## src/hw/rtl/exadsr_pkg.sv

```systemverilog
// ============================================================================
// exadsr_pkg
// Shared types and constants for the exponential ADSR envelope VCA.
// ============================================================================
package exadsr_pkg;

    // Fixed-point widths.
    localparam int LEVEL_W  = 31;
    localparam int BASE_W   = 32;
    localparam int SAMPLE_W = 24;
    localparam int STAGE_W  = 3;
    localparam int OUT_W    = 64;

    // Unity gain in Q1.30.
    localparam logic [LEVEL_W-1:0] ONE_Q30 = 31'h4000_0000;

    // Depth of the command queue between front and back.
    localparam int QUEUE_DEPTH = 2;

    // Input opcodes.
    typedef enum logic [1:0] {
        OP_TICK     = 2'd0,
        OP_NOTE_ON  = 2'd1,
        OP_NOTE_OFF = 2'd2,
        OP_RESET    = 2'd3
    } t_op;

    // Stage codes as they appear on the output word.
    localparam logic [STAGE_W-1:0] STAGE_IDLE    = 3'd0;
    localparam logic [STAGE_W-1:0] STAGE_ATTACK  = 3'd1;
    localparam logic [STAGE_W-1:0] STAGE_DECAY   = 3'd2;
    localparam logic [STAGE_W-1:0] STAGE_SUSTAIN = 3'd3;
    localparam logic [STAGE_W-1:0] STAGE_RELEASE = 3'd4;

    // Configuration register indexes.
    localparam logic [2:0] CFG_ATTACK_COEFF  = 3'd0;
    localparam logic [2:0] CFG_ATTACK_BASE   = 3'd1;
    localparam logic [2:0] CFG_DECAY_COEFF   = 3'd2;
    localparam logic [2:0] CFG_DECAY_BASE    = 3'd3;
    localparam logic [2:0] CFG_RELEASE_COEFF = 3'd4;
    localparam logic [2:0] CFG_RELEASE_BASE  = 3'd5;
    localparam logic [2:0] CFG_SUSTAIN_LEVEL = 3'd6;

    // One decoded command word.
    typedef struct packed {
        t_op                        op;
        logic signed [SAMPLE_W-1:0] sample;
    } t_cmd;

    // Head of the command queue as seen by the back end.
    typedef struct packed {
        logic valid;
        t_cmd cmd;
    } t_q_head;

    // Configuration write as seen by the back end.
    typedef struct packed {
        logic        valid;
        logic [2:0]  index;
        logic [31:0] data;
    } t_cfg_wr;

endpackage

```

## src/hw/rtl/exadsr_front.sv

```systemverilog
// ============================================================================
// exadsr_front
// Input side: accepts stream words, decodes the opcode and queues commands.
// ============================================================================
module exadsr_front (
    input  logic                                   i_clk,
    input  logic                                   i_rst_n,
    input  logic                                   i_s_tvalid,
    output logic                                   o_s_tready,
    input  logic [exadsr_pkg::SAMPLE_W-1:0]        i_s_tdata,
    input  logic [1:0]                             i_s_tuser,
    output exadsr_pkg::t_q_head                    o_head,
    input  logic                                   i_pop
);
    import exadsr_pkg::*;

    localparam int PTR_W = (QUEUE_DEPTH > 1) ? $clog2(QUEUE_DEPTH) : 1;
    localparam int CNT_W = $clog2(QUEUE_DEPTH + 1);

    t_cmd             r_q [QUEUE_DEPTH];
    logic [PTR_W-1:0] r_wr_ptr;
    logic [PTR_W-1:0] r_rd_ptr;
    logic [CNT_W-1:0] r_count;
    logic [CNT_W-1:0] n_count;
    t_cmd             w_cmd;
    logic             w_push;
    logic             w_pop;

    // Decode the incoming word into a command.
    always_comb begin
        w_cmd.op     = t_op'(i_s_tuser);
        w_cmd.sample = $signed(i_s_tdata);
    end

    assign o_s_tready = (r_count != CNT_W'(QUEUE_DEPTH));
    assign w_push     = i_s_tvalid && o_s_tready;
    assign w_pop      = i_pop && (r_count != '0);

    assign o_head.valid = (r_count != '0);
    assign o_head.cmd   = r_q[r_rd_ptr];

    // Occupancy update.
    always_comb begin
        n_count = r_count;
        if (w_push && !w_pop) begin
            n_count = r_count + CNT_W'(1);
        end else if (w_pop && !w_push) begin
            n_count = r_count - CNT_W'(1);
        end
    end

    // Pointers and count.
    always_ff @(posedge i_clk) begin
        if (!i_rst_n) begin
            r_wr_ptr <= '0;
            r_rd_ptr <= '0;
            r_count  <= '0;
        end else begin
            r_count <= n_count;
            if (w_push) begin
                r_wr_ptr <= (r_wr_ptr == PTR_W'(QUEUE_DEPTH - 1)) ? '0
                                                                  : r_wr_ptr + PTR_W'(1);
            end
            if (w_pop) begin
                r_rd_ptr <= (r_rd_ptr == PTR_W'(QUEUE_DEPTH - 1)) ? '0
                                                                  : r_rd_ptr + PTR_W'(1);
            end
        end
    end

    // Queue storage.
    always_ff @(posedge i_clk) begin
        if (w_push) begin
            r_q[r_wr_ptr] <= w_cmd;
        end
    end

endmodule

```

## src/hw/rtl/exadsr_back.sv

```systemverilog
// ============================================================================
// exadsr_back
// Envelope engine: register file, level recurrence, sample scaling, output.
// ============================================================================
module exadsr_back (
    input  logic                            i_clk,
    input  logic                            i_rst_n,
    input  exadsr_pkg::t_cfg_wr             i_cfg,
    input  exadsr_pkg::t_q_head             i_head,
    output logic                            o_pop,
    output logic                            o_m_tvalid,
    input  logic                            i_m_tready,
    output logic [exadsr_pkg::OUT_W-1:0]    o_m_tdata
);
    import exadsr_pkg::*;

    typedef enum logic [2:0] {
        B_WAIT  = 3'b001,
        B_STEP  = 3'b010,
        B_SCALE = 3'b100
    } t_bstate;

    typedef enum logic [4:0] {
        ENV_IDLE    = 5'b00001,
        ENV_ATTACK  = 5'b00010,
        ENV_DECAY   = 5'b00100,
        ENV_SUSTAIN = 5'b01000,
        ENV_RELEASE = 5'b10000
    } t_env;

    localparam int PROD_W  = 2 * LEVEL_W;
    localparam int CAND_W  = BASE_W + 2;
    localparam int SCALE_W = SAMPLE_W + BASE_W;
    localparam logic signed [CAND_W-1:0] ONE_CAND = $signed({3'd0, ONE_Q30});

    function automatic logic [STAGE_W-1:0] env_code(input t_env env);
        logic [STAGE_W-1:0] code;
        unique case (env)
            ENV_IDLE:    code = STAGE_IDLE;
            ENV_ATTACK:  code = STAGE_ATTACK;
            ENV_DECAY:   code = STAGE_DECAY;
            ENV_SUSTAIN: code = STAGE_SUSTAIN;
            ENV_RELEASE: code = STAGE_RELEASE;
            default:     code = STAGE_IDLE;
        endcase
        return code;
    endfunction

    // Configuration registers.
    logic [LEVEL_W-1:0] r_attack_coeff;
    logic [BASE_W-1:0]  r_attack_base;
    logic [LEVEL_W-1:0] r_decay_coeff;
    logic [BASE_W-1:0]  r_decay_base;
    logic [LEVEL_W-1:0] r_release_coeff;
    logic [BASE_W-1:0]  r_release_base;
    logic [LEVEL_W-1:0] r_sustain_level;

    // Control and envelope state.
    t_bstate            r_state, n_state;
    t_env               r_env, n_env;
    logic [LEVEL_W-1:0] r_level, n_level;
    logic               r_m_valid, n_m_valid;

    // Datapath registers.
    logic [PROD_W-1:0]          r_prod;
    logic signed [SAMPLE_W-1:0] r_sample;
    logic [OUT_W-1:0]           r_out;

    logic                       w_take_tick;
    logic                       w_load_out;
    logic [LEVEL_W-1:0]         w_coeff;
    logic [BASE_W-1:0]          w_base;
    logic [LEVEL_W-1:0]         w_floor;
    logic signed [CAND_W-1:0]   w_floor_c;
    logic signed [CAND_W-1:0]   w_cand;
    logic signed [SCALE_W-1:0]  w_scale;

    // Stage-dependent coefficient and base; idle and sustain never use them.
    always_comb begin
        unique case (r_env)
            ENV_ATTACK: begin
                w_coeff = r_attack_coeff;
                w_base  = r_attack_base;
            end
            ENV_DECAY: begin
                w_coeff = r_decay_coeff;
                w_base  = r_decay_base;
            end
            ENV_RELEASE: begin
                w_coeff = r_release_coeff;
                w_base  = r_release_base;
            end
            default: begin
                w_coeff = '0;
                w_base  = '0;
            end
        endcase
    end

    // Candidate level: floor(level * coeff / 2^30) + base, with headroom.
    assign w_cand = $signed({2'b00, r_prod[PROD_W-1:30]})
                  + $signed({{2{w_base[BASE_W-1]}}, w_base});

    // The decay floor is the sustain level capped at unity.
    assign w_floor   = (r_sustain_level > ONE_Q30) ? ONE_Q30 : r_sustain_level;
    assign w_floor_c = $signed({3'd0, w_floor});

    // Output product of the sample and the updated level.
    assign w_scale = $signed({{BASE_W{r_sample[SAMPLE_W-1]}}, r_sample})
                   * $signed({{(SCALE_W-LEVEL_W){1'b0}}, r_level});

    // Sequencer and envelope update.
    always_comb begin
        n_state     = r_state;
        n_env       = r_env;
        n_level     = r_level;
        o_pop       = 1'b0;
        w_take_tick = 1'b0;
        w_load_out  = 1'b0;
        unique case (r_state)
            B_WAIT: begin
                if (i_head.valid) begin
                    o_pop = 1'b1;
                    unique case (i_head.cmd.op)
                        OP_TICK: begin
                            w_take_tick = 1'b1;
                            n_state     = B_STEP;
                        end
                        OP_NOTE_ON: begin
                            if (r_env == ENV_IDLE || r_env == ENV_RELEASE) begin
                                n_env = ENV_ATTACK;
                            end
                        end
                        OP_NOTE_OFF: begin
                            if (r_env != ENV_IDLE) begin
                                n_env = ENV_RELEASE;
                            end
                        end
                        OP_RESET: begin
                            n_env   = ENV_IDLE;
                            n_level = '0;
                        end
                        default: ;
                    endcase
                end
            end
            B_STEP: begin
                n_state = B_SCALE;
                unique case (r_env)
                    ENV_ATTACK: begin
                        if (w_cand >= ONE_CAND) begin
                            n_level = ONE_Q30;
                            n_env   = ENV_DECAY;
                        end else if (w_cand < $signed(CAND_W'(0))) begin
                            n_level = '0;
                        end else begin
                            n_level = w_cand[LEVEL_W-1:0];
                        end
                    end
                    ENV_DECAY: begin
                        if (w_cand <= w_floor_c) begin
                            n_level = w_floor;
                            n_env   = ENV_SUSTAIN;
                        end else if (w_cand > ONE_CAND) begin
                            n_level = ONE_Q30;
                        end else begin
                            n_level = w_cand[LEVEL_W-1:0];
                        end
                    end
                    ENV_RELEASE: begin
                        if (w_cand <= $signed(CAND_W'(0))) begin
                            n_level = '0;
                            n_env   = ENV_IDLE;
                        end else if (w_cand > ONE_CAND) begin
                            n_level = ONE_Q30;
                        end else begin
                            n_level = w_cand[LEVEL_W-1:0];
                        end
                    end
                    default: ;
                endcase
            end
            B_SCALE: begin
                if (!r_m_valid || i_m_tready) begin
                    w_load_out = 1'b1;
                    n_state    = B_WAIT;
                end
            end
            default: n_state = B_WAIT;
        endcase
    end

    // Output valid: set on load, cleared when the word is taken.
    always_comb begin
        n_m_valid = r_m_valid;
        if (w_load_out) begin
            n_m_valid = 1'b1;
        end else if (r_m_valid && i_m_tready) begin
            n_m_valid = 1'b0;
        end
    end

    // Control state and configuration registers.
    always_ff @(posedge i_clk) begin
        if (!i_rst_n) begin
            r_state         <= B_WAIT;
            r_env           <= ENV_IDLE;
            r_level         <= '0;
            r_m_valid       <= 1'b0;
            r_attack_coeff  <= '0;
            r_attack_base   <= '0;
            r_decay_coeff   <= '0;
            r_decay_base    <= '0;
            r_release_coeff <= '0;
            r_release_base  <= '0;
            r_sustain_level <= '0;
        end else begin
            r_state   <= n_state;
            r_env     <= n_env;
            r_level   <= n_level;
            r_m_valid <= n_m_valid;
            if (i_cfg.valid) begin
                unique case (i_cfg.index)
                    CFG_ATTACK_COEFF:  r_attack_coeff  <= i_cfg.data[LEVEL_W-1:0];
                    CFG_ATTACK_BASE:   r_attack_base   <= i_cfg.data;
                    CFG_DECAY_COEFF:   r_decay_coeff   <= i_cfg.data[LEVEL_W-1:0];
                    CFG_DECAY_BASE:    r_decay_base    <= i_cfg.data;
                    CFG_RELEASE_COEFF: r_release_coeff <= i_cfg.data[LEVEL_W-1:0];
                    CFG_RELEASE_BASE:  r_release_base  <= i_cfg.data;
                    CFG_SUSTAIN_LEVEL: r_sustain_level <= i_cfg.data[LEVEL_W-1:0];
                    default: ;
                endcase
            end
        end
    end

    // Datapath registers carry no reset.
    always_ff @(posedge i_clk) begin
        if (w_take_tick) begin
            r_prod   <= {{LEVEL_W{1'b0}}, r_level} * {{LEVEL_W{1'b0}}, w_coeff};
            r_sample <= i_head.cmd.sample;
        end
        if (w_load_out) begin
            r_out <= {{(OUT_W-STAGE_W-LEVEL_W-SAMPLE_W){1'b0}}, env_code(r_env),
                      r_level, w_scale[SAMPLE_W+29:30]};
        end
    end

    assign o_m_tvalid = r_m_valid;
    assign o_m_tdata  = r_out;

endmodule

```

## src/hw/rtl/exponential_adsr_envelope_vca.sv

```systemverilog
// ============================================================================
// exponential_adsr_envelope_vca
// Exponential ADSR amplitude envelope that scales a stream of audio samples.
// ============================================================================
//
//  channel   direction  signals                        word
//  --------  ---------  -----------------------------  ---------------------
//  s_axis    in         tvalid tready tdata tuser      opcode, sample_in
//  m_axis    out        tvalid tready tdata            sample_out, level, stage
//  cfg       in         i_cfg_valid o_cfg_ready        register index, data
//
// In the back end a tick goes through the product of level and stage
// coefficient, add/clamp of the new level, then the sample product into the
// output register once the previous output word is taken. Note on, note off and
// reset give no word. A two-word command queue parts the input from the engine,
// so input words are still taken while an output word waits, until it fills.
// Reset is synchronous and active low; it clears the queue, the envelope
// (idle, level zero), the output valid and all configuration registers.
// The configuration channel is always ready.
//
module exponential_adsr_envelope_vca (
    input  logic        i_clk,
    input  logic        i_rst_n,
    input  logic        s_axis_tvalid,
    output logic        s_axis_tready,
    input  logic [23:0] s_axis_tdata,   // [23:0] sample_in
    input  logic [1:0]  s_axis_tuser,   // [1:0] opcode
    output logic        m_axis_tvalid,
    input  logic        m_axis_tready,
    output logic [63:0] m_axis_tdata,   // [23:0] sample_out, [54:24] envelope_level,
                                        // [57:55] stage, [63:58] zero
    input  logic        i_cfg_valid,
    output logic        o_cfg_ready,
    input  logic [2:0]  i_cfg_index,
    input  logic [31:0] i_cfg_data
);
    import exadsr_pkg::*;

    t_q_head w_head;
    t_cfg_wr w_cfg;
    logic    w_pop;

    assign o_cfg_ready = 1'b1;

    always_comb begin
        w_cfg.valid = i_cfg_valid && o_cfg_ready;
        w_cfg.index = i_cfg_index;
        w_cfg.data  = i_cfg_data;
    end

    // Input side and command queue.
    exadsr_front u_front (
        .i_clk      (i_clk),
        .i_rst_n    (i_rst_n),
        .i_s_tvalid (s_axis_tvalid),
        .o_s_tready (s_axis_tready),
        .i_s_tdata  (s_axis_tdata),
        .i_s_tuser  (s_axis_tuser),
        .o_head     (w_head),
        .i_pop      (w_pop)
    );

    // Envelope engine.
    exadsr_back u_back (
        .i_clk      (i_clk),
        .i_rst_n    (i_rst_n),
        .i_cfg      (w_cfg),
        .i_head     (w_head),
        .o_pop      (w_pop),
        .o_m_tvalid (m_axis_tvalid),
        .i_m_tready (m_axis_tready),
        .o_m_tdata  (m_axis_tdata)
    );

    // The delivered level never exceeds unity.
    a_level_bound: assert property (@(posedge i_clk) disable iff (!i_rst_n)
        m_axis_tvalid |-> (m_axis_tdata[54:24] <= ONE_Q30))
        else $error("envelope level above unity");

    // The delivered stage is one of the five defined codes.
    a_stage_code: assert property (@(posedge i_clk) disable iff (!i_rst_n)
        m_axis_tvalid |-> (m_axis_tdata[57:55] <= STAGE_RELEASE))
        else $error("undefined stage code");

    // An idle envelope always carries a zero level and a zero sample.
    a_idle_silent: assert property (@(posedge i_clk) disable iff (!i_rst_n)
        (m_axis_tvalid && m_axis_tdata[57:55] == STAGE_IDLE)
            |-> (m_axis_tdata[54:24] == '0 && m_axis_tdata[23:0] == '0))
        else $error("idle stage with nonzero level");

    // The pad bits of the output word stay zero.
    a_pad_zero: assert property (@(posedge i_clk) disable iff (!i_rst_n)
        m_axis_tvalid |-> (m_axis_tdata[63:58] == '0))
        else $error("output pad bits not zero");

endmodule

```

## config.mk

```make
export PLATFORM = sky130hd
export DESIGN_NAME = exponential_adsr_envelope_vca
export DESIGN_NICKNAME = d
export VERILOG_FILES = /design/src/hw/rtl/exadsr_pkg.sv /design/src/hw/rtl/exadsr_front.sv /design/src/hw/rtl/exadsr_back.sv /design/src/hw/rtl/exponential_adsr_envelope_vca.sv
export SDC_FILE = /design/constraint.sdc
export NUM_CORES = 2
export LEC_CHECK = 0
export BUFFER_PORTS_ARGS = -buffer_cell sky130_fd_sc_hd__buf_2
export CAP_MARGIN = 25
export CORE_MARGIN = 4
export CORE_UTILIZATION = 35
export DETAILED_ROUTE_END_ITERATION = 12
export PLACE_DENSITY = 0.53
export SYNTH_ARGS = -nofsm -noshare
export SYNTH_HDL_FRONTEND = slang
export SYNTH_SLANG_ARGS = --single-unit
```

## constraint.sdc

```tcl
create_clock -name i_clk -period 10.9 [get_ports i_clk]
set_input_delay 2.18 -clock i_clk [delete_from_list [all_inputs] [get_ports i_clk]]
set_output_delay 2.18 -clock i_clk [all_outputs]
set_load 0.02 [all_outputs]
```

==> impl_metrics.ini <==
[status]
status = finished, final reports clean

[cts]
cts_sinks = 431
cts_buffers = 47
cts_root_buffer = clkbuf_16
cts_tree = done
clk_pin_slew_ps = 70
clockBufferDepth = 3
cts_setup_buffers = 0
cts-htree-levels = 2
clk_latency_ps = 650
cts_hold_buf = 0
postCtsResizedCells = 0

[sta]
worst_pin_slew_ps = 1110
fin_tns_setup_ps = 0
clock_skew_ps = 32.0
setup_viol = 0
fmax_ghz = 0.0977
slew_viol_final = 0
grt_setup_unrepaired = false
finalCritPeriodShare = 0.939
period_minus_slack_ps = 10230
final-hold-violation-count = 0
relSlewSlack = 0.257

[drt]
ant_nets = 0
viasPerCell = 5.15
first_pass_iters = 8
post_drt_wl_per_cell_um = 21.7
dr.first_iter.drc_count = 4004
vias = 54100
drcViolationCount = 0
routed_wl_mm = 228

[worst_setup_path]
cp_common_cell = fa_1
critical_path_class = reg2reg
cp_slowest_cell = or4b_2
r2r_slack_ps = 670
crit_path_max_fanout = 25
cp.arrival_ps = 10610
worstPathRequired_ps = 11280
slowest_delay_ps = 690
cp-end-kind = register
setup.worst_path.start_class = register

[floorplan]
boundaryPins = 133
num_rows = 166
die_w_um = 463
initial_core_util = 0.353
core_region_area_um2 = 205000
die_area_um2 = 214000
die_y_um = 463

[final_layout]
n_fill_cell = 20700
mostFrequentLayoutCells = nand2_1 (1539), inv_1 (1506), fa_1 (1472), and2_1 (698), ha_1 (516)
mostFrequentLayoutCell = nand2_1
area_growth_pct = 7.11
fin_nets = 9819
utilization = 0.378
drive_gt1_frac = 0.0623

[placement]
io_buffer_count = 125
dp_hpwl_mm = 171
globalplace.congestion = 0.881

[power_and_ir_drop]
p_leak_uw = 0.0362
p_total_uw = 4640
ir_worst_vdd_mv = 0.101
power.density_nw_per_um2 = 59.9

[grt]
grt_pass1_vias = 59000
grt_max_degree = 101
antenna_found_initial = 16
grt_overflow = 0
grt_util_all_layers = 0.215
grt_pass1_wl_mm = 358

[yosys]
synthFlopType = dfxtp_1
synth_cells = 7913
yosys_warnings = 0
seq_area_frac_synth = 0.142
netlist_area_um2 = 72400
ys_ff_latch = 431
synth_area_per_cell_um2 = 9.14
synth_cell_types = 96
synth-edff-count = 166
synthArstFlopShare = 0

[worst_hold_path]
worstHoldPathType = reg2reg

[flow_run]
cap_violations = 0
[logic make-up (layout without fill, tap and decap cells)]
kind of cell               after synthesis  in the layout  share of synthesized area
buffers and inverters                 1995           1880                      0.106
muxes                                   29             29                    0.00443
AOI/OAI and AO/OA                      804            804                     0.0729
adders and majority gates             1988           1988                      0.497
xor gates and xnor gates                84             84                     0.0102
and+or+nand+nor                       2580           2580                      0.168
other                                    2             12                   0.000104
DFF                                    431            431                      0.142
[cell usage after synthesis, types with 5 or more instances]
library cell / count / area (um2)
o21bai_1: 13 / 97.6
a21boi_0: 5 / 37.5
a21oi_1: 368 / 1840
a211oi_1: 15 / 113
o31ai_1: 5 / 37.5
a22oi_1: 31 / 233
inv_1: 1507 / 5660
and2_1: 699 / 4370
o21ai_0: 62 / 310
a31oi_1: 10 / 62.6
a41o_1: 8 / 80.1
nor4_1: 16 / 100
mux2_2: 24 / 270
a221oi_1: 15 / 131
nand2b_1: 50 / 313
o22ai_1: 32 / 200
xnor2_1: 57 / 499
clkbuf_1: 445 / 1670
nand2_1: 1542 / 5790
a222oi_1: 61 / 611
o21a_1: 21 / 158
buf_4: 9 / 67.6
nor3_1: 34 / 170
xor2_1: 27 / 236
fa_1: 1472 / 29500
edfxtp_1: 166 / 4980
a211o_1: 5 / 43.8
buf_1: 7 / 26.3
nand3_1: 36 / 180
and3_1: 16 / 100
o211ai_1: 14 / 105
a21o_1: 83 / 623
mux2i_1: 5 / 50.1
ha_1: 516 / 6460
or3_1: 5 / 31.3
nand4_1: 38 / 238
buf_6: 17 / 191
buf_2: 6 / 30.0
or2_2: 5 / 31.3
nor2b_1: 21 / 131
dfxtp_1: 265 / 5310
nor2_1: 81 / 304
and4_1: 8 / 70.1
[routing by layer]
layer  track usage  wire length [um]
met1         0.285             96500
met3        0.0248             13100
met4        0.0678              8260
met2         0.367            110000
met5             0                55
[worst max-delay path: cells and delay by family, from the launching register on]
family | cells | cell delay (ps)
adder cells (fa/ha/maj) | 9 | 4200
AND/OR/NAND/NOR | 6 | 2630
AO/OA/AOI/OAI | 9 | 2050
buffers and inverters | 4 | 620
flip-flops | 1 | 370
XOR/XNOR | 1 | 80
[path summary, 6_finish.rpt]
| check | start | end | depth (start not counted) |
|---|---|---|---|
| max | u_back.r_env[1] | u_back.r_prod[52] | 29 |
| min | u_back.r_decay_coeff[20] | u_back.r_decay_coeff[20] | 2 |
| max reg2reg | u_back.r_env[1] | u_back.r_prod[52] | 29 |
| min reg2reg | u_back.r_decay_coeff[20] | u_back.r_decay_coeff[20] | 2 |
[cell type report]
type / count / area [um2] / area share
timing repair buffer: 285 / 1990 / 0.0257
clock buffer: 61 / 1340 / 0.0173
inverter: 1508 / 5670 / 0.0731
antenna: 5 / 12.5 / 0.000161
multi-input combinational: 5492 / 54500 / 0.703
clock inverter: 26 / 274 / 0.00354
tap: 2688 / 3360 / 0.0434
sequential: 431 / 10300 / 0.133
[state kept, by name, indices dropped and copies added (netlist names), named ones only]
register,flops
u_front.r_wr_ptr,1
u_back.r_env,5
u_back.r_sample,24
u_front.r_q,52
u_back.r_release_coeff,31
u_back.r_release_base,32
u_back.r_level,31
u_front.r_count,2
u_front.r_rd_ptr,1
u_back.r_decay_base,32
u_back.o_m_tvalid,1
u_back.r_attack_coeff,31
u_back.r_sustain_level,31
u_back.r_decay_coeff,31
u_back.r_state,3
u_back.o_m_tdata,58
u_back.r_prod,32
u_back.r_attack_base,32
[power breakdown]
part / switching, uW / leakage, uW / total (uW) / internal [uW]
Sequential: 103 / 0.00370 / 1900 / 1800
Clock: 760 / 0.000790 / 1690 / 931
Combinational: 726 / 0.0317 / 1050 / 327
Total: 1590 / 0.0362 / 4640 / 3060
[stage by stage]
step	worst slack (ps)	instances	instance area, um2	hold slack (ps)
after global placement	841	10400	75800	441
after global routing	73.5	10500	77500	468
after floorplan	1560	7918	72400	426
final	668	10500	77500	455
after CTS	768	10500	77400	455
after detailed placement	766	10400	75800	446
Power figures use the tool's default switching activity.
